==> src/rtl/multiplexed_led_pwm_scanner_defines.svh <==
// assertion macros for the led pwm scanner
`ifndef MULTIPLEXED_LED_PWM_SCANNER_DEFINES_SVH
`define MULTIPLEXED_LED_PWM_SCANNER_DEFINES_SVH

// property checked on every clock edge outside reset
`define MLPS_ASSERT(lbl, prop, msg) \
    lbl: assert property (@(posedge i_clk) disable iff (!i_rst_n) (prop)) else $error(msg);

// consequent checked in the cycle after the antecedent
`define MLPS_ASSERT_NEXT(lbl, ante, cons, msg) \
    lbl: assert property (@(posedge i_clk) disable iff (!i_rst_n) (ante) |=> (cons)) \
        else $error(msg);

`endif

==> src/rtl/mlps_pkg.sv <==
// shared types, constants and helpers for the led pwm scanner
`timescale 1ns / 1ps
`default_nettype none

package mlps_pkg;

    localparam int LED_COUNT   = 18;
    localparam int LEVEL_STEPS = 16;
    localparam int MAX_GROUPS  = 3;

    localparam int PHASE_W  = $clog2(LEVEL_STEPS);
    localparam int LEVEL_W  = 5;
    localparam int INDEX_W  = 5;
    localparam int GROUP_W  = 2;
    localparam int MAP_W    = 36;
    localparam int GAIN_W   = 8;
    localparam int LIT_W    = 5;
    localparam int DRIVE_W  = 13;
    localparam int MASK_W   = 18;
    localparam int GCOUNT_W = 3;

    localparam logic [PHASE_W-1:0] PHASE_LAST = PHASE_W'(LEVEL_STEPS - 1);
    localparam logic [LEVEL_W-1:0] LEVEL_MAX  = LEVEL_W'(LEVEL_STEPS);

    // item command codes
    localparam logic CMD_TICK  = 1'b0;
    localparam logic CMD_WRITE = 1'b1;

    // configuration port
    localparam int APB_ADDR_W = 6;
    localparam int APB_DATA_W = 64;
    localparam int REG_IDX_W  = 3;

    localparam logic [REG_IDX_W-1:0] REG_GROUP_MAP   = 3'd0;
    localparam logic [REG_IDX_W-1:0] REG_GROUP_COUNT = 3'd1;
    localparam logic [REG_IDX_W-1:0] REG_GAIN_GROUP0 = 3'd2;
    localparam logic [REG_IDX_W-1:0] REG_GAIN_GROUP1 = 3'd3;
    localparam logic [REG_IDX_W-1:0] REG_GAIN_GROUP2 = 3'd4;

    localparam logic [MAP_W-1:0]   RST_GROUP_MAP   = 36'd19634136210;
    localparam logic [GROUP_W-1:0] RST_GROUP_COUNT = 2'd3;
    localparam logic [GAIN_W-1:0]  RST_GAIN_GROUP0 = 8'd72;
    localparam logic [GAIN_W-1:0]  RST_GAIN_GROUP1 = 8'd72;
    localparam logic [GAIN_W-1:0]  RST_GAIN_GROUP2 = 8'd100;

    typedef struct packed {
        logic [0:0]         cmd;
        logic [INDEX_W-1:0] led_index;
        logic [LEVEL_W-1:0] level;
    } t_in_item;

    typedef struct packed {
        logic [MASK_W-1:0]  on_mask;
        logic [MASK_W-1:0]  off_mask;
        logic [GROUP_W-1:0] active_group;
        logic [LIT_W-1:0]   lit_count;
        logic [DRIVE_W-1:0] drive_group0;
        logic [DRIVE_W-1:0] drive_group1;
        logic [DRIVE_W-1:0] drive_group2;
    } t_out_item;

    typedef struct packed {
        logic [MAP_W-1:0]                  group_map;
        logic [GROUP_W-1:0]                group_count;
        logic [MAX_GROUPS-1:0][GAIN_W-1:0] gain;
    } t_cfg;

    // compare value of one current source
    function automatic logic [DRIVE_W-1:0] drive_value(
        input logic [LIT_W-1:0]   lit,
        input logic [GAIN_W-1:0]  gain,
        input logic [GROUP_W-1:0] active,
        input logic [GROUP_W-1:0] grp
    );
        logic [DRIVE_W-1:0] prod;
        prod = DRIVE_W'(lit) * DRIVE_W'(gain);
        return (active == grp) ? prod : '0;
    endfunction

endpackage

`default_nettype wire

==> src/rtl/mlps_cfg_regs.sv <==
// apb register file for the led pwm scanner
`timescale 1ns / 1ps
`default_nettype none

module mlps_cfg_regs (
    input  wire logic                           i_clk,
    input  wire logic                           i_rst_n,
    input  wire logic                           psel,
    input  wire logic                           penable,
    input  wire logic                           pwrite,
    input  wire logic [mlps_pkg::APB_ADDR_W-1:0] paddr,
    input  wire logic [mlps_pkg::APB_DATA_W-1:0] pwdata,
    output logic      [mlps_pkg::APB_DATA_W-1:0] prdata,
    output logic                                pready,
    output mlps_pkg::t_cfg                      o_cfg
);

    mlps_pkg::t_cfg                  r_cfg;
    mlps_pkg::t_cfg                  n_cfg;
    logic [mlps_pkg::REG_IDX_W-1:0]  reg_idx;
    logic                            wr_en;

    // registers sit on 8-byte boundaries
    assign reg_idx = paddr[mlps_pkg::APB_ADDR_W-1:mlps_pkg::APB_ADDR_W-mlps_pkg::REG_IDX_W];
    assign wr_en   = psel && penable && pwrite;
    assign pready  = 1'b1;
    assign o_cfg   = r_cfg;

    always_comb begin
        n_cfg = r_cfg;
        if (wr_en) begin
            unique case (reg_idx)
                mlps_pkg::REG_GROUP_MAP:   n_cfg.group_map   = pwdata[mlps_pkg::MAP_W-1:0];
                mlps_pkg::REG_GROUP_COUNT: n_cfg.group_count = pwdata[mlps_pkg::GROUP_W-1:0];
                mlps_pkg::REG_GAIN_GROUP0: n_cfg.gain[0]     = pwdata[mlps_pkg::GAIN_W-1:0];
                mlps_pkg::REG_GAIN_GROUP1: n_cfg.gain[1]     = pwdata[mlps_pkg::GAIN_W-1:0];
                mlps_pkg::REG_GAIN_GROUP2: n_cfg.gain[2]     = pwdata[mlps_pkg::GAIN_W-1:0];
                default:                   n_cfg             = r_cfg;
            endcase
        end
    end

    always_comb begin
        prdata = '0;
        unique case (reg_idx)
            mlps_pkg::REG_GROUP_MAP:   prdata = mlps_pkg::APB_DATA_W'(r_cfg.group_map);
            mlps_pkg::REG_GROUP_COUNT: prdata = mlps_pkg::APB_DATA_W'(r_cfg.group_count);
            mlps_pkg::REG_GAIN_GROUP0: prdata = mlps_pkg::APB_DATA_W'(r_cfg.gain[0]);
            mlps_pkg::REG_GAIN_GROUP1: prdata = mlps_pkg::APB_DATA_W'(r_cfg.gain[1]);
            mlps_pkg::REG_GAIN_GROUP2: prdata = mlps_pkg::APB_DATA_W'(r_cfg.gain[2]);
            default:                   prdata = '0;
        endcase
    end

    always_ff @(posedge i_clk) begin
        if (!i_rst_n) begin
            r_cfg.group_map   <= mlps_pkg::RST_GROUP_MAP;
            r_cfg.group_count <= mlps_pkg::RST_GROUP_COUNT;
            r_cfg.gain[0]     <= mlps_pkg::RST_GAIN_GROUP0;
            r_cfg.gain[1]     <= mlps_pkg::RST_GAIN_GROUP1;
            r_cfg.gain[2]     <= mlps_pkg::RST_GAIN_GROUP2;
        end else begin
            r_cfg <= n_cfg;
        end
    end

endmodule

`default_nettype wire

==> src/rtl/multiplexed_led_pwm_scanner.sv <==
// top level of the multiplexed led pwm scanner
`timescale 1ns / 1ps
`default_nettype none
`include "multiplexed_led_pwm_scanner_defines.svh"

// Multiplexed LED PWM scanner. A write item (cmd = 1) stores a level 0..16 for one
// LED and gives no result; levels above 16 are clamped and writes to LEDs past 17
// are dropped. A tick item (cmd = 0) advances the 0..15 phase; on wrap the active
// group steps modulo group_count (0 acts as 1). Each tick gives one result item:
// on/off masks of the LEDs mapped to the active group, the lit count and the per-group
// current source compares (lit count times gain for the active group, zero elsewhere).
// The block takes one item per cycle without gaps while the result output is not stalled. A tick
// result passes the state update at acceptance, the mask and count evaluation register,
// then the output register where the gain multiply lands. Configuration sits on the APB
// port at 8-byte steps; the user must write it only while idle, unchecked by the block.

module multiplexed_led_pwm_scanner (
    input  wire logic                            i_clk,
    input  wire logic                            i_rst_n,
    // item input
    input  wire logic                            i_valid,
    output logic                                 o_ready,
    input  wire mlps_pkg::t_in_item              i_item,
    // result output
    output logic                                 o_valid,
    input  wire logic                            i_ready,
    output mlps_pkg::t_out_item                  o_item,
    // configuration
    input  wire logic                            psel,
    input  wire logic                            penable,
    input  wire logic                            pwrite,
    input  wire logic [mlps_pkg::APB_ADDR_W-1:0] paddr,
    input  wire logic [mlps_pkg::APB_DATA_W-1:0] pwdata,
    output logic      [mlps_pkg::APB_DATA_W-1:0] prdata,
    output logic                                 pready
);

    // evaluation register contents
    typedef struct packed {
        logic [mlps_pkg::MASK_W-1:0]  on_mask;
        logic [mlps_pkg::MASK_W-1:0]  off_mask;
        logic [mlps_pkg::GROUP_W-1:0] group;
        logic [mlps_pkg::LIT_W-1:0]   lit;
    } t_eval;

    mlps_pkg::t_cfg cfg;

    // scan state
    logic [mlps_pkg::LEVEL_W-1:0] r_levels [mlps_pkg::LED_COUNT];
    logic [mlps_pkg::LEVEL_W-1:0] n_levels [mlps_pkg::LED_COUNT];
    logic [mlps_pkg::PHASE_W-1:0] r_phase;
    logic [mlps_pkg::PHASE_W-1:0] n_phase;
    logic [mlps_pkg::GROUP_W-1:0] r_group;
    logic [mlps_pkg::GROUP_W-1:0] n_group;

    // pipeline
    logic                r_s1_valid;
    logic                n_s1_valid;
    logic                r_s2_valid;
    logic                n_s2_valid;
    t_eval               r_s2;
    t_eval               n_s2;
    logic                r_out_valid;
    logic                n_out_valid;
    mlps_pkg::t_out_item r_out;
    mlps_pkg::t_out_item n_out;

    logic                             out_free;
    logic                             s2_free;
    logic                             accept;
    logic                             is_tick;
    logic [mlps_pkg::GCOUNT_W-1:0]    eff_groups;
    logic [mlps_pkg::GCOUNT_W-1:0]    group_inc;
    logic [mlps_pkg::LEVEL_W-1:0]     wr_level;
    t_eval                            eval;

    // helpers for the checks
    logic [mlps_pkg::LIT_W-1:0]       on_count;
    logic                             tick_wrap;

    mlps_cfg_regs u_cfg_regs (
        .i_clk   (i_clk),
        .i_rst_n (i_rst_n),
        .psel    (psel),
        .penable (penable),
        .pwrite  (pwrite),
        .paddr   (paddr),
        .pwdata  (pwdata),
        .prdata  (prdata),
        .pready  (pready),
        .o_cfg   (cfg)
    );

    // handshake: every stage moves when the one after it frees up
    assign out_free = !r_out_valid || i_ready;
    assign s2_free  = !r_s2_valid || out_free;
    assign o_ready  = !r_s1_valid || s2_free;
    assign accept   = i_valid && o_ready;
    assign is_tick  = (i_item.cmd == mlps_pkg::CMD_TICK);
    assign o_valid  = r_out_valid;
    assign o_item   = r_out;

    // group count zero scans only group zero, counts above the limit are capped
    always_comb begin
        eff_groups = mlps_pkg::GCOUNT_W'(cfg.group_count);
        if (eff_groups == '0) begin
            eff_groups = mlps_pkg::GCOUNT_W'(1);
        end
        if (eff_groups > mlps_pkg::GCOUNT_W'(mlps_pkg::MAX_GROUPS)) begin
            eff_groups = mlps_pkg::GCOUNT_W'(mlps_pkg::MAX_GROUPS);
        end
    end

    assign group_inc = mlps_pkg::GCOUNT_W'(r_group) + mlps_pkg::GCOUNT_W'(1);
    assign wr_level  = (i_item.level > mlps_pkg::LEVEL_MAX) ? mlps_pkg::LEVEL_MAX
                                                            : i_item.level;

    // state update at acceptance
    always_comb begin
        n_levels = r_levels;
        n_phase  = r_phase;
        n_group  = r_group;
        if (accept) begin
            if (is_tick) begin
                if (r_phase == mlps_pkg::PHASE_LAST) begin
                    n_phase = '0;
                    // a lowered count sends an index at or above it back to zero
                    n_group = (group_inc >= eff_groups) ? '0
                                                        : group_inc[mlps_pkg::GROUP_W-1:0];
                end else begin
                    n_phase = r_phase + mlps_pkg::PHASE_W'(1);
                end
            end else begin
                for (int i = 0; i < mlps_pkg::LED_COUNT; i++) begin
                    if (i_item.led_index == mlps_pkg::INDEX_W'(i)) begin
                        n_levels[i] = wr_level;
                    end
                end
            end
        end
    end

    // per-led compare against the phase; map code three never matches an active group
    always_comb begin
        eval       = '0;
        eval.group = r_group;
        for (int i = 0; i < mlps_pkg::LED_COUNT; i++) begin
            if (cfg.group_map[2*i +: mlps_pkg::GROUP_W] == r_group) begin
                if (r_levels[i] > mlps_pkg::LEVEL_W'(r_phase)) begin
                    eval.on_mask[i] = 1'b1;
                    eval.lit        = eval.lit + mlps_pkg::LIT_W'(1);
                end else begin
                    eval.off_mask[i] = 1'b1;
                end
            end
        end
    end

    // stage two holds the evaluation, the output stage adds the gain multiplies
    always_comb begin
        n_s1_valid  = r_s1_valid;
        n_s2_valid  = r_s2_valid;
        n_s2        = r_s2;
        n_out_valid = r_out_valid;
        n_out       = r_out;

        if (out_free) begin
            n_out_valid = r_s2_valid;
            if (r_s2_valid) begin
                n_out.on_mask      = r_s2.on_mask;
                n_out.off_mask     = r_s2.off_mask;
                n_out.active_group = r_s2.group;
                n_out.lit_count    = r_s2.lit;
                n_out.drive_group0 = mlps_pkg::drive_value(r_s2.lit, cfg.gain[0],
                                                           r_s2.group, 2'd0);
                n_out.drive_group1 = mlps_pkg::drive_value(r_s2.lit, cfg.gain[1],
                                                           r_s2.group, 2'd1);
                n_out.drive_group2 = mlps_pkg::drive_value(r_s2.lit, cfg.gain[2],
                                                           r_s2.group, 2'd2);
            end
        end

        if (s2_free) begin
            n_s2_valid = r_s1_valid;
            if (r_s1_valid) begin
                n_s2 = eval;
            end
            n_s1_valid = 1'b0;
        end

        // a tick leaves a marker; the state it left is read when stage two takes the marker
        if (accept && is_tick) begin
            n_s1_valid = 1'b1;
        end
    end

    always_ff @(posedge i_clk) begin
        if (!i_rst_n) begin
            r_phase     <= '0;
            r_group     <= '0;
            r_s1_valid  <= 1'b0;
            r_s2_valid  <= 1'b0;
            r_out_valid <= 1'b0;
            for (int i = 0; i < mlps_pkg::LED_COUNT; i++) begin
                r_levels[i] <= '0;
            end
        end else begin
            r_phase     <= n_phase;
            r_group     <= n_group;
            r_s1_valid  <= n_s1_valid;
            r_s2_valid  <= n_s2_valid;
            r_out_valid <= n_out_valid;
            r_levels    <= n_levels;
        end
    end

    always_ff @(posedge i_clk) begin
        r_s2  <= n_s2;
        r_out <= n_out;
    end

    // checks
    assign on_count  = mlps_pkg::LIT_W'($countones(o_item.on_mask));
    assign tick_wrap = accept && is_tick && (r_phase == mlps_pkg::PHASE_LAST);

    `MLPS_ASSERT(a_stall_full, !o_ready |-> (!s2_free && !out_free), "stall with a free stage")
    `MLPS_ASSERT(a_disjoint, o_valid |-> !(|(o_item.on_mask & o_item.off_mask)), "led on and off")
    `MLPS_ASSERT(a_lit_matches, o_valid |-> (on_count == o_item.lit_count), "bad lit count")
    `MLPS_ASSERT_NEXT(a_write_hold, accept && !is_tick, $stable({r_phase, r_group}), "scan moved")
    `MLPS_ASSERT_NEXT(a_phase_wrap, tick_wrap, r_phase == '0, "phase did not wrap")

endmodule

`default_nettype wire

==> config.mk <==
export PLATFORM = sky130hd
export DESIGN_NAME = multiplexed_led_pwm_scanner
export DESIGN_NICKNAME = d
export VERILOG_FILES = /design/src/rtl/mlps_pkg.sv /design/src/rtl/mlps_cfg_regs.sv /design/src/rtl/multiplexed_led_pwm_scanner.sv
export VERILOG_INCLUDE_DIRS = /design/src /design/src/rtl
export SDC_FILE = /design/constraint.sdc
export NUM_CORES = 1
export LEC_CHECK = 0
export ABC_AREA = 0
export BUFFER_PORTS_ARGS = -buffer_cell sky130_fd_sc_hd__buf_2
export CORE_MARGIN = 2
export CORE_UTILIZATION = 40
export CTS_BUF_LIST = sky130_fd_sc_hd__clkbuf_4 sky130_fd_sc_hd__clkbuf_8 sky130_fd_sc_hd__clkbuf_16
export DETAILED_ROUTE_END_ITERATION = 6
export SETUP_SLACK_MARGIN = 0.2
export SLEW_MARGIN = 30
export SYNTH_ARGS = -nofsm -noshare
export SYNTH_HDL_FRONTEND = slang
export SYNTH_SLANG_ARGS = --single-unit
==> constraint.sdc <==
create_clock -name i_clk -period 13.37 [get_ports i_clk]
set_clock_uncertainty 0.1 [all_clocks]
set_input_delay 0.6685 -clock i_clk [delete_from_list [all_inputs] [get_ports i_clk]]
set_output_delay 0.6685 -clock i_clk [all_outputs]
set_load 0.01 [all_outputs]
; After elaboration in Yosys (flattened, before gate mapping)
; Cells that the tools add are included.
[word_totals]
register_bits = 286
output_inout_bits = 149
word_cells = 281
[op_classes]
addsub = 19
mul = 3
n_lt_le_gt_ge = 21
eq_ne = 42
muxes = 80
bitwise_logic = 1
n_reduce_logical = 42
[op_table]
columns = op, n
row1 = $pmux 36 s5, 1
row2 = $mux 5, 35
row3 = $gt 5x4->1, 18
row4 = $add 5x1->5 const B, 17
row5 = $reduce_and 3->1, 19
row6 = $eq 5x4->1 const B, 8
row7 = $mux 1, 40
row8 = $mul 5x8->13, 3
row9 = $eq 2x2->1, 18
row10 = $eq 5x3->1 const B, 4
row11 = $reduce_and 2->1, 8
row12 = $eq 5x2->1 const B, 2
row13 = $eq 5x5->1 const B, 2
row14 = $eq 3x2->1 const B, 2
row15 = $eq 5x1->1 const B, 1
row16 = $gt 5x5->1 const B, 1
row17 = $logic_not 5->1, 1
row18 = $add 4x1->4 const B, 1
row19 = $eq 4x4->1 const B, 1
row20 = $logic_and 1x1->1, 4
row21 = $logic_not 2->1, 2
row22 = $mux 2, 2
row23 = $mux 4, 1
row24 = $add 2x1->3 const B, 1
row25 = 12 further kinds, 16

; Longest topological paths before layout
; Gate-level depths: netlist of the first run.
[logic_depth]
depth_word = 54
depth_mapped = 65
ltp_nobuf = 65

; Modules after synthesis
; A second synthesis of the first run with hierarchy kept.
[unflattened]
cells_unflattened = 1896
area_unflattened_um2 = 18992.0
[modules_own_cells]
columns = mod, instances, cells_per_inst, area_per_inst_um2, seq_area_each_um2
row1 = multiplexed_led_pwm_scanner, 1, 1529, 15761.4, 5735.5
row2 = mlps_cfg_regs, 1, 367, 3230.6, 1241.2

; Least setup slack after synthesis of the first run
; Ideal clock, no wire load.
[synth_path]
path_type = reg-to-reg
startpoint = reg r_phase[1] (netlist bit)
endpoint = reg r_s2[4] (netlist bit), data pin
setup_ns = 0.260
arrival_ns = 10.684
required_ns = 13.010
slack_ns = 2.326
path_stages_with_launch = 65
path_buffers = 0
path_cell_list = dfxtp_1 -> inv_1 -> ha_1 -> nor2b_1 -> o21ai_0 -> nand2b_1 -> a21oi_1 -> a41oi_1 -> or2_2 -> ha_1 -> nand3_1 -> o31ai_4 -> ha_1 -> inv_1 -> a211oi_1 -> a21o_1 -> ha_1 -> a211oi_1 -> (+29 left out) -> ha_1 -> xnor2_1 -> a21oi_1 -> and2_1 -> inv_1 -> ha_1 -> nor2_1 -> a31oi_1 -> ha_1 -> nand2_1 -> nand2_1 -> ha_1 -> nand2_1 -> inv_1 -> o21ba_1 -> a31oi_1 -> mux2i_1 -> xnor2_1
[synth_rtl]
columns = item, line_no
row1 = "start, declared", multiplexed_led_pwm_scanner.sv:51  ; logic [mlps_pkg::PHASE_W-1:0] r_phase;
row2 = "start signal, assigned", multiplexed_led_pwm_scanner.sv:208  ; r_phase <= n_phase;
row3 = "end signal, assigned", multiplexed_led_pwm_scanner.sv:218  ; r_s2 <= n_s2;
row4 = "end, declared", multiplexed_led_pwm_scanner.sv:61  ; t_eval r_s2;

==> results.toml, run 1 <==
[sta]
fin_crit_ps = 12200
tns_ps = 0
hold_viol_final = 0
rsz0062_at_grt = "no"
maxSlewViolCount = 0
setup_violations = 0
slew_headroom_pct = 36.62
fmax_ghz = 0.08200
timing.final.crit_share_pct = 91.22
tightest_slew_ps = 950.8

[place]
gp_congestion = 0.8558
dp_hpwl_mm = 32.21
post_dp_cell_area_sq_um = 20240
io_buffers = 176

[cts]
cts_setup_buffers = 0
htree_levels = 2
cts_buffers = 36
clkLatencyLatePin_ps = 550
cts-resized-gates = 0
cts_tree = "built"
clk_path_buf_depth = 3
numClockSinks = 286
clkTransAtPathRegs_ps = 60
holdBufCountCts = 0
root_buffer = "clkbuf_16"

[run]
maxCapViolations = 0

[worst_setup_path]
cp-start-kind = "flip-flop"
cp_slowest_cell = "a2111oi_0"
timing.critical_path.mode_cell = "ha_1"
crit_fanout = 7
arrival_ps = 12380
critPathKind = "flip-flop to flip-flop"
max_stage_delay_ps = 430
crit_path_end_kind = "flip-flop"
required_ps = 13560

[synth]
synth_area_sq_um = 18820
netlist-cell-type-count = 85
postSynthCellCount = 1900
synth-seq-cells = 286
ys.flop_type = "dfxtp_1"
post_synth.cell_area_avg_sq_um = 9.904
seq_area_frac_synth_pct = 37.08
async_flop_share_pct = 0
synth_warnings = 0
synth_edf_count = 125

[routing]
dr_total_vias = 13427
first_pass_iters = 7
vias_per_cell = 4.984
wirelength_mm = 44.83
final_antenna_net_count = 0
wl_per_cell_um = 16.64
drtIter0Drc = 646
drc = 0

[final_layout]
final_area_sq_um = 21550
drive_gt1_share_pct = 15.20
fillCellCount = 4432
multiInputGateArea_sq_um = 11080
nets = 2354
syn_to_final_growth_pct = 14.52
regArea_sq_um = 6977

[pwr]
ir_drop_mv = 0.08602
power_mw = 2.316
power.density_nw_per_um2 = 107.5
leakage_nw = 9.398

[floorplan]
die_w_um = 220.9
io_pins = 237
dieArea_sq_um = 48790
die_h_um = 220.9
initial_core_util_pct = 40.50
core.rowCount = 79
core_sq_um = 46460

[global_routing]
grt_pass1_wl_mm = 71.67
antenna_found_initial = 4
grt_start_max_net_pins = 85
grt_usage_pct = 18.28
grt_overflow_total = 0
grt_pass1_vias = 13560

[status]
status = "completed"

[worst_hold_path]
hp-class = "primary input to flip-flop"
-- path summary, 6_finish.rpt --
path,start,to,slack (ps),cells after the start
max reg2reg,r_phase[1],r_s2[4],1170,65
min,pwdata[13],u_cfg_regs.o_cfg[39],220,3
max,r_phase[1],r_s2[4],1170,65
min reg2reg,r_s2[35],o_item[74],320,0
-- registers in the layout, summed over array words and instances, names as in the netlist --
register	count
o_item	82
o_valid	1
r_group	2
r_levels	90
r_phase	4
r_s1_valid	1
r_s2	43
r_s2_valid	1
u_cfg_regs.o_cfg	62
-- layout by cell type, fill, tap and decap left out, types with 26 or more instances in the layout --
| cell type | instances |
|---|---|
| a21boi_0 | 36 |
| a21oi_1 | 53 |
| and2_1 | 109 |
| buf_2 | 175 |
| clkbuf_16 | 39 |
| conb_1 | 29 |
| dfxtp_1 | 161 |
| edfxtp_1 | 125 |
| fa_1 | 55 |
| ha_1 | 154 |
| inv_1 | 109 |
| mux2i_1 | 121 |
| nand2_1 | 234 |
| nor2_1 | 85 |
| nor2b_1 | 133 |
| o21ai_0 | 26 |
| xnor2_1 | 96 |
-- metal layers --
metal | vias to the layer above | share of wire [%] | wire [um] | global-route usage, %
met4 | 6 | 2.9 | 1314 | 6.885
met1 | 6382 | 46 | 20830 | 23.92
met5 | - | 0.076 | 34 | 0
li1 | 6707 | - | - | -
met2 | 252 | 46 | 20770 | 30.08
met3 | 80 | 4.2 | 1876 | 3.373
-- worst max-delay path: cells and delay by family (launching register included) --
kind	cells	cell delay [ps]
AOI/OAI and AO/OA	24	4110
xor gates and xnor gates	3	440
adders and majority gates	13	3880
DFF	1	380
and+or+nand+nor	15	1990
buffers and inverters	6	490
muxes	4	550
-- cells in the mapped netlist (15+ instances only) --
library cell | count | share of area [%]
clkbuf_1 | 65 | 1.3
a21boi_0 | 37 | 1.5
o21ai_0 | 26 | 0.69
a21oi_1 | 53 | 1.4
and2_1 | 109 | 3.6
o21bai_1 | 16 | 0.64
nand2_1 | 235 | 4.7
nand3_1 | 25 | 0.66
nor3_1 | 15 | 0.40
nor2b_1 | 138 | 4.6
nand4_1 | 15 | 0.50
xnor2_1 | 96 | 4.5
a21o_1 | 17 | 0.68
inv_1 | 109 | 2.2
a211oi_1 | 15 | 0.60
mux2i_1 | 121 | 6.4
xor2_1 | 20 | 0.93
nand2b_1 | 20 | 0.66
ha_1 | 154 | 10
buf_4 | 30 | 1.2
nor2_1 | 85 | 1.7
fa_1 | 55 | 5.9
edfxtp_1 | 125 | 20
dfxtp_1 | 161 | 17
-- power breakdown --
group          leakage (nW)  internal, mW  switching [mW]
Sequential             2.45         0.925          0.0107
Clock                 0.643         0.649           0.392
Combinational          6.31         0.142           0.197
Total                  9.40          1.72           0.600
-- cells by family after synthesis --
kind of cell,synth area share (%)
buffers and inverters,5.040
AOI/OAI and AO/OA,8.957
adders and majority gates,16.14
xor gates and xnor gates,7.181
and+or+nand+nor,18.82
muxes,6.736
other,0.03991
DFF,37.08
-- area by class of cell --
class	count	share of cell area [%]
Multi-Input combinational cell	1426	51.42
Sequential cell	286	32.38
Clock buffer	51	5.063
Timing Repair Buffer	194	4.744
Tap cell	607	3.525
Inverter	113	1.980
Clock inverter	15	0.8710
Antenna cell	2	0.02323
-- through the flow --
stage | instances | hold WS [ps] | setup slack (ps) | util (%)
final | 2694 | 219.6 | 1174 | 46.38
after global placement | 2626 | 303.7 | 1514 | 43.51
after floorplan | 1927 | 300.3 | 2326 | -
after CTS | 2692 | 194.1 | 1079 | 46.32
after global routing | 2693 | 226.2 | 209.5 | 46.38
after detailed placement | 2626 | 304.5 | 1121 | 43.57
Note: power is estimated with default switching activity, not from simulation.
==> run 2: changes to the inputs <==
Settings changed: RECOVER_POWER set to 25.
==> run 2 against run 1 <==
Effect of this change:
- the run now ends with max-capacitance violations, max-slew violations left
- final area shrank 0.31%
- total power is essentially flat
- flip-flop and latch count is the same
==> results.toml, run 2 (same netlist as run 1, synthesis figures left out) <==
[worst_setup_path]
timing.critical_path.mode_cell = "ha_1"
cp-start-kind = "flip-flop"
required_ps = 13560
crit_path_end_kind = "flip-flop"
regToRegSetupSlack_ps = 1180
arrival_ps = 12370
cp_slowest_cell = "a2111oi_0"
worst-r2r-cell-count = 65
max_stage_delay_ps = 430
crit_fanout = 7
critPathKind = "flip-flop to flip-flop"

[sta]
tns_ps = 0
timing.final.crit_share_pct = 91.16
fin_crit_ps = 12190
slew_headroom_pct = -222.1
fin_ws_ps = 1182
rsz0062_at_grt = "no"
setup_violations = 0
tightest_slew_ps = 4831
maxSlewViolCount = 127
hold_viol_final = 0
fmax_ghz = 0.08205

[global_routing]
grt_pass1_wl_mm = 71.67
grt_overflow_total = 0
antenna_found_initial = 4
grt_usage_pct = 18.28
grt_pass1_vias = 13560
grt_start_max_net_pins = 85

[cts]
clkTransAtPathRegs_ps = 60
clkLatencyLatePin_ps = 550
numClockSinks = 286
cts_setup_buffers = 0
htree_levels = 2
cts-resized-gates = 0
cts_tree = "built"
holdBufCountCts = 0
root_buffer = "clkbuf_16"
cts_buffers = 36
clk_path_buf_depth = 3

[pwr]
power_mw = 2.317
power.density_nw_per_um2 = 107.9
leakage_nw = 9.272
ir_drop_mv = 0.08611

[final_layout]
nets = 2354
final_cell_mix = "nand2_1, dfxtp_1, ha_1, buf_2, nor2b_1"
syn_to_final_growth_pct = 14.16
layout_commonest_cell = "nand2_1"
stdcell_count = 2694
largest-register = "r_levels"
drive_gt1_share_pct = 13.14
largest_reg_flops = 90

[routing]
vias_per_cell = 4.995
drtIter0Drc = 662
drc = 0
first_pass_iters = 7
wl_per_cell_um = 16.67
wirelength_mm = 44.92
final_antenna_net_count = 0
dr_total_vias = 13457

[floorplan]
initial_core_util_pct = 40.50
core_sq_um = 46460
dieArea_sq_um = 48790
core.rowCount = 79
die_h_um = 220.9
die_w_um = 220.9
io_pins = 237

[worst_hold_path]
holdPathStages = 3
hp-class = "primary input to flip-flop"

[place]
pre_cts_slack_ps = 1121
dp_hpwl_mm = 32.21
gp_congestion = 0.8558
dp_cells = 2626
io_buffers = 176

[run]
maxCapViolations = 2

[status]
status = "complete, but fails checks"
violations = "max-capacitance violations, max-slew violations"
[run 2: through the flow]
step	hold slack, ps	utilization [%]	instance area (sq um)
floorplan	300.3	-	18920
global placement	303.7	43.51	20220
detailed placement	304.5	43.57	20240
CTS	194.1	46.32	21520
global route	226.2	46.23	21480
finish	221.7	46.24	21480
[run 2: area by class of cell]
class	count	area (sq um)
clock buffer	51	1091
tap	607	759.5
timing repair buffer	194	954.7
fill	4444	24980
sequential	286	6977
inverter	113	426.7
multi-input combinational	1426	11080
antenna	2	5.005
clock inverter	15	187.7
[run 2: where the power goes]
| part | switching (mW) | total [mW] | leakage, nW | internal, mW |
|---|---|---|---|---|
| Combinational | 0.197 | 0.339 | 6.18 | 0.141 |
| Clock | 0.393 | 1.04 | 0.643 | 0.649 |
| Sequential | 0.0107 | 0.936 | 2.45 | 0.926 |
[run 2: path summary, 6_finish.rpt]
path | start | endpoint
min | pwdata[13] | u_cfg_regs.o_cfg[39]
min reg2reg | r_s2[35] | o_item[74]
max | r_phase[1] | r_s2[4]
max reg2reg | r_phase[1] | r_s2[4]
[run 2: metal layers]
| layer | GRT usage [%] | share of wire [%] |
|---|---|---|
| met3 | 3.373 | 4.4 |
| met2 | 30.08 | 46 |
| met4 | 6.885 | 2.9 |
| met5 | 0 | 0.076 |
| met1 | 23.92 | 46 |
[run 2: worst max-delay path: cells and delay by family (launching register included)]
family | cells | cell delay, ps
flops | 1 | 380
fa+ha+maj | 13 | 3850
mux | 4 | 810
buf+inv | 6 | 510
simple gates | 16 | 2110
compound gates | 23 | 3770
xor+xnor | 3 | 440
==> run 3: changes to the inputs <==
Settings changed: CORE_UTILIZATION 40 to 27.
==> run 3 against run 2 <==
Effect of this change:
- flip-flop and latch count unchanged
- highest routed layer unchanged
- core utilization fell by 15 points
- routed wire length is 7.9% higher
- die area increased by 47%
- total power decreased by 1.0%
- worst setup slack lost 52 ps
- cell count up 12%
- the run still ends with max-capacitance violations, max-slew violations left
==> results.toml, run 3 (same netlist as run 1, synthesis figures left out) <==
[sta]
slew_headroom_pct = -23.76
maxSlewViolCount = 9
rsz0062_at_grt = "no"
fmax_ghz = 0.08170
hold_viol_final = 0
timing.final.crit_share_pct = 91.55
tns_ps = 0
setup_violations = 0
tightest_slew_ps = 1840
fin_crit_ps = 12240

[routing]
wl_met2_mm = 22.45
dr_total_vias = 13654
final_antenna_net_count = 0
wl_met3_mm = 2.406
first_pass_iters = 7
wl_per_cell_um = 16.09
top_layer = "met5"
drtIter0Drc = 675
vias_per_cell = 4.530
drt-met1-wl_mm = 22.48
wirelength_mm = 48.49
drc = 0

[global_routing]
grt_usage_pct = 13.59
grt_pass1_vias = 13880
grt_overflow_total = 0
grt_start_max_net_pins = 85
antenna_found_initial = 7
grt_pass1_wl_mm = 76.80

[worst_setup_path]
r2r-start = "r_phase[1]"
worst-r2r-cell-count = 65
max_stage_delay_ps = 390
crit_path_end = "r_s2[4]"
cp-startpoint = "r_phase[1]"
required_ps = 13560
regToRegSetupSlack_ps = 1130
arrival_ps = 12430
critPathKind = "flip-flop to flip-flop"
cp_slowest_cell = "dfxtp_1"
timing.critical_path.mode_cell = "ha_1"
crit_fanout = 7
cp-start-kind = "flip-flop"
crit_path_end_kind = "flip-flop"
rr_endpoint = "r_s2[4]"

[final_layout]
syn_to_final_growth_pct = 15.80
layout_commonest_cell = "nand2_1"
multiInputGateArea_sq_um = 11060
antenna_cells = 0
regArea_sq_um = 6977
drive_gt1_share_pct = 12.29
largest-register = "r_levels"
nets = 2354
final_cell_mix = "nand2_1, dfxtp_1, ha_1, nor2b_1, edfxtp_1"
largest_reg_flops = 90
fillCellCount = 7081

[place]
gp_congestion = 0.8021
io_buffers = 176
dp_hpwl_mm = 36.10

[pwr]
pwr-share-comb_pct = 14.9
leakage_nw = 9.199
power_mw = 2.294
power.density_nw_per_um2 = 105.3
p_int_mw = 1.684
ir_drop_mv = 0.06884
power.net_switching_mw = 0.6095
p_seq_share_pct = 40.8
p_clk_share_pct = 44.2
power_switching_share_pct = 26.57

[cts]
htree_levels = 2
cts_buffers = 35
clkTransAtPathRegs_ps = 60
holdBufCountCts = 0
clk_path_buf_depth = 3
root_buffer = "clkbuf_16"
cts_setup_buffers = 0
clkLatencyLatePin_ps = 560
cts_tree = "built"
numClockSinks = 286

[floorplan]
initial_core_util_pct = 27.34
io_pins = 237
die_w_um = 268.0
die_h_um = 268.0
core_sq_um = 68830
core.rowCount = 96
dieArea_sq_um = 71820

[run]
maxCapViolations = 1

[worst_hold_path]
hp-class = "primary input to flip-flop"

[status]
status = "complete, but fails checks"
violations = "max-capacitance violations, max-slew violations"
==> run 3: cell count changes in the layout (fill, tap and decap cells not counted), moves of 3 or more <==
cell,previous run,this run
clkbuf_1,43,60
buf_4,15,18
clkbuf_16,39,35
buf_2,136,117
clkbuf_8,4,7
==> run 3: final cells by class <==
| type | count | area share [%] |
|---|---|---|
| clock buffers | 50 | 4.737 |
| clock inverters | 13 | 0.8269 |
| inverters | 113 | 1.958 |
| multi-input cells | 1426 | 50.77 |
| flip-flops and latches | 286 | 32.02 |
| well taps | 931 | 5.346 |
| repair buffers | 195 | 4.341 |
==> run 3: what timing repair did <==
item,in CTS,in global routing
hold endpoints to repair,0,0
gates resized for setup,0,7
setup endpoints to repair,0,4
==> run 3: worst max-delay path, delay by kind of cell, from the launching register on <==
family,cells,cell delay (ps)
mux,4,860
buf+inv,6,470
flops,1,390
simple gates,16,2190
fa+ha+maj,13,3820
xor+xnor,3,440
compound gates,23,3740
==> run 3: through the flow <==
stage	hold slack [ps]	util, %	std cells	instance area, sq um	setup WS [ps]
2_1_floorplan	300.3	-	1927	18920	2326
4_1_cts	192.1	31.80	3014	21880	877.9
3_5_place_dp	304.5	30.03	2951	20670	958.9
3_3_place_gp	305.5	29.95	2950	20620	1412
5_1_grt	222.3	31.66	3014	21790	161.1
6_report	226.6	31.66	3014	21790	1130
==> run 3: worst min-delay path by stage <==
stage,end,start,slack (ps),cells after the start
2_1_floorplan,o_item[46],r_s2[7],300,0
3_3_place_gp,o_item[64],r_s2[25],310,0
3_5_place_dp,o_item[50],r_s2[11],300,0
4_1_cts,u_cfg_regs.o_cfg[39],pwdata[13],190,3
5_1_grt,u_cfg_regs.o_cfg[39],pwdata[13],220,3
6_report,u_cfg_regs.o_cfg[42],pwdata[16],230,3
==> run 3: power by group through the flow <==
| stage | registers [mW] | logic (mW) | clock network, mW |
|---|---|---|---|
| 4_1_cts | 0.936 | 0.345 | 1.05 |
| 6_report | 0.936 | 0.343 | 1.01 |
| 3_5_place_dp | 0.955 | 0.343 | 0 |
| 3_3_place_gp | 0.955 | 0.330 | 0 |
| 5_1_grt | 0.938 | 0.386 | 1.08 |
| 2_1_floorplan | 0.952 | 0.264 | 0 |
==> run 3: per-layer routing <==
metal | up-vias | global-route usage, %
li1 | 6716 | -
met1 | 6563 | 18.03
met2 | 285 | 22.62
met3 | 78 | 2.419
met4 | 12 | 3.850
met5 | - | 0
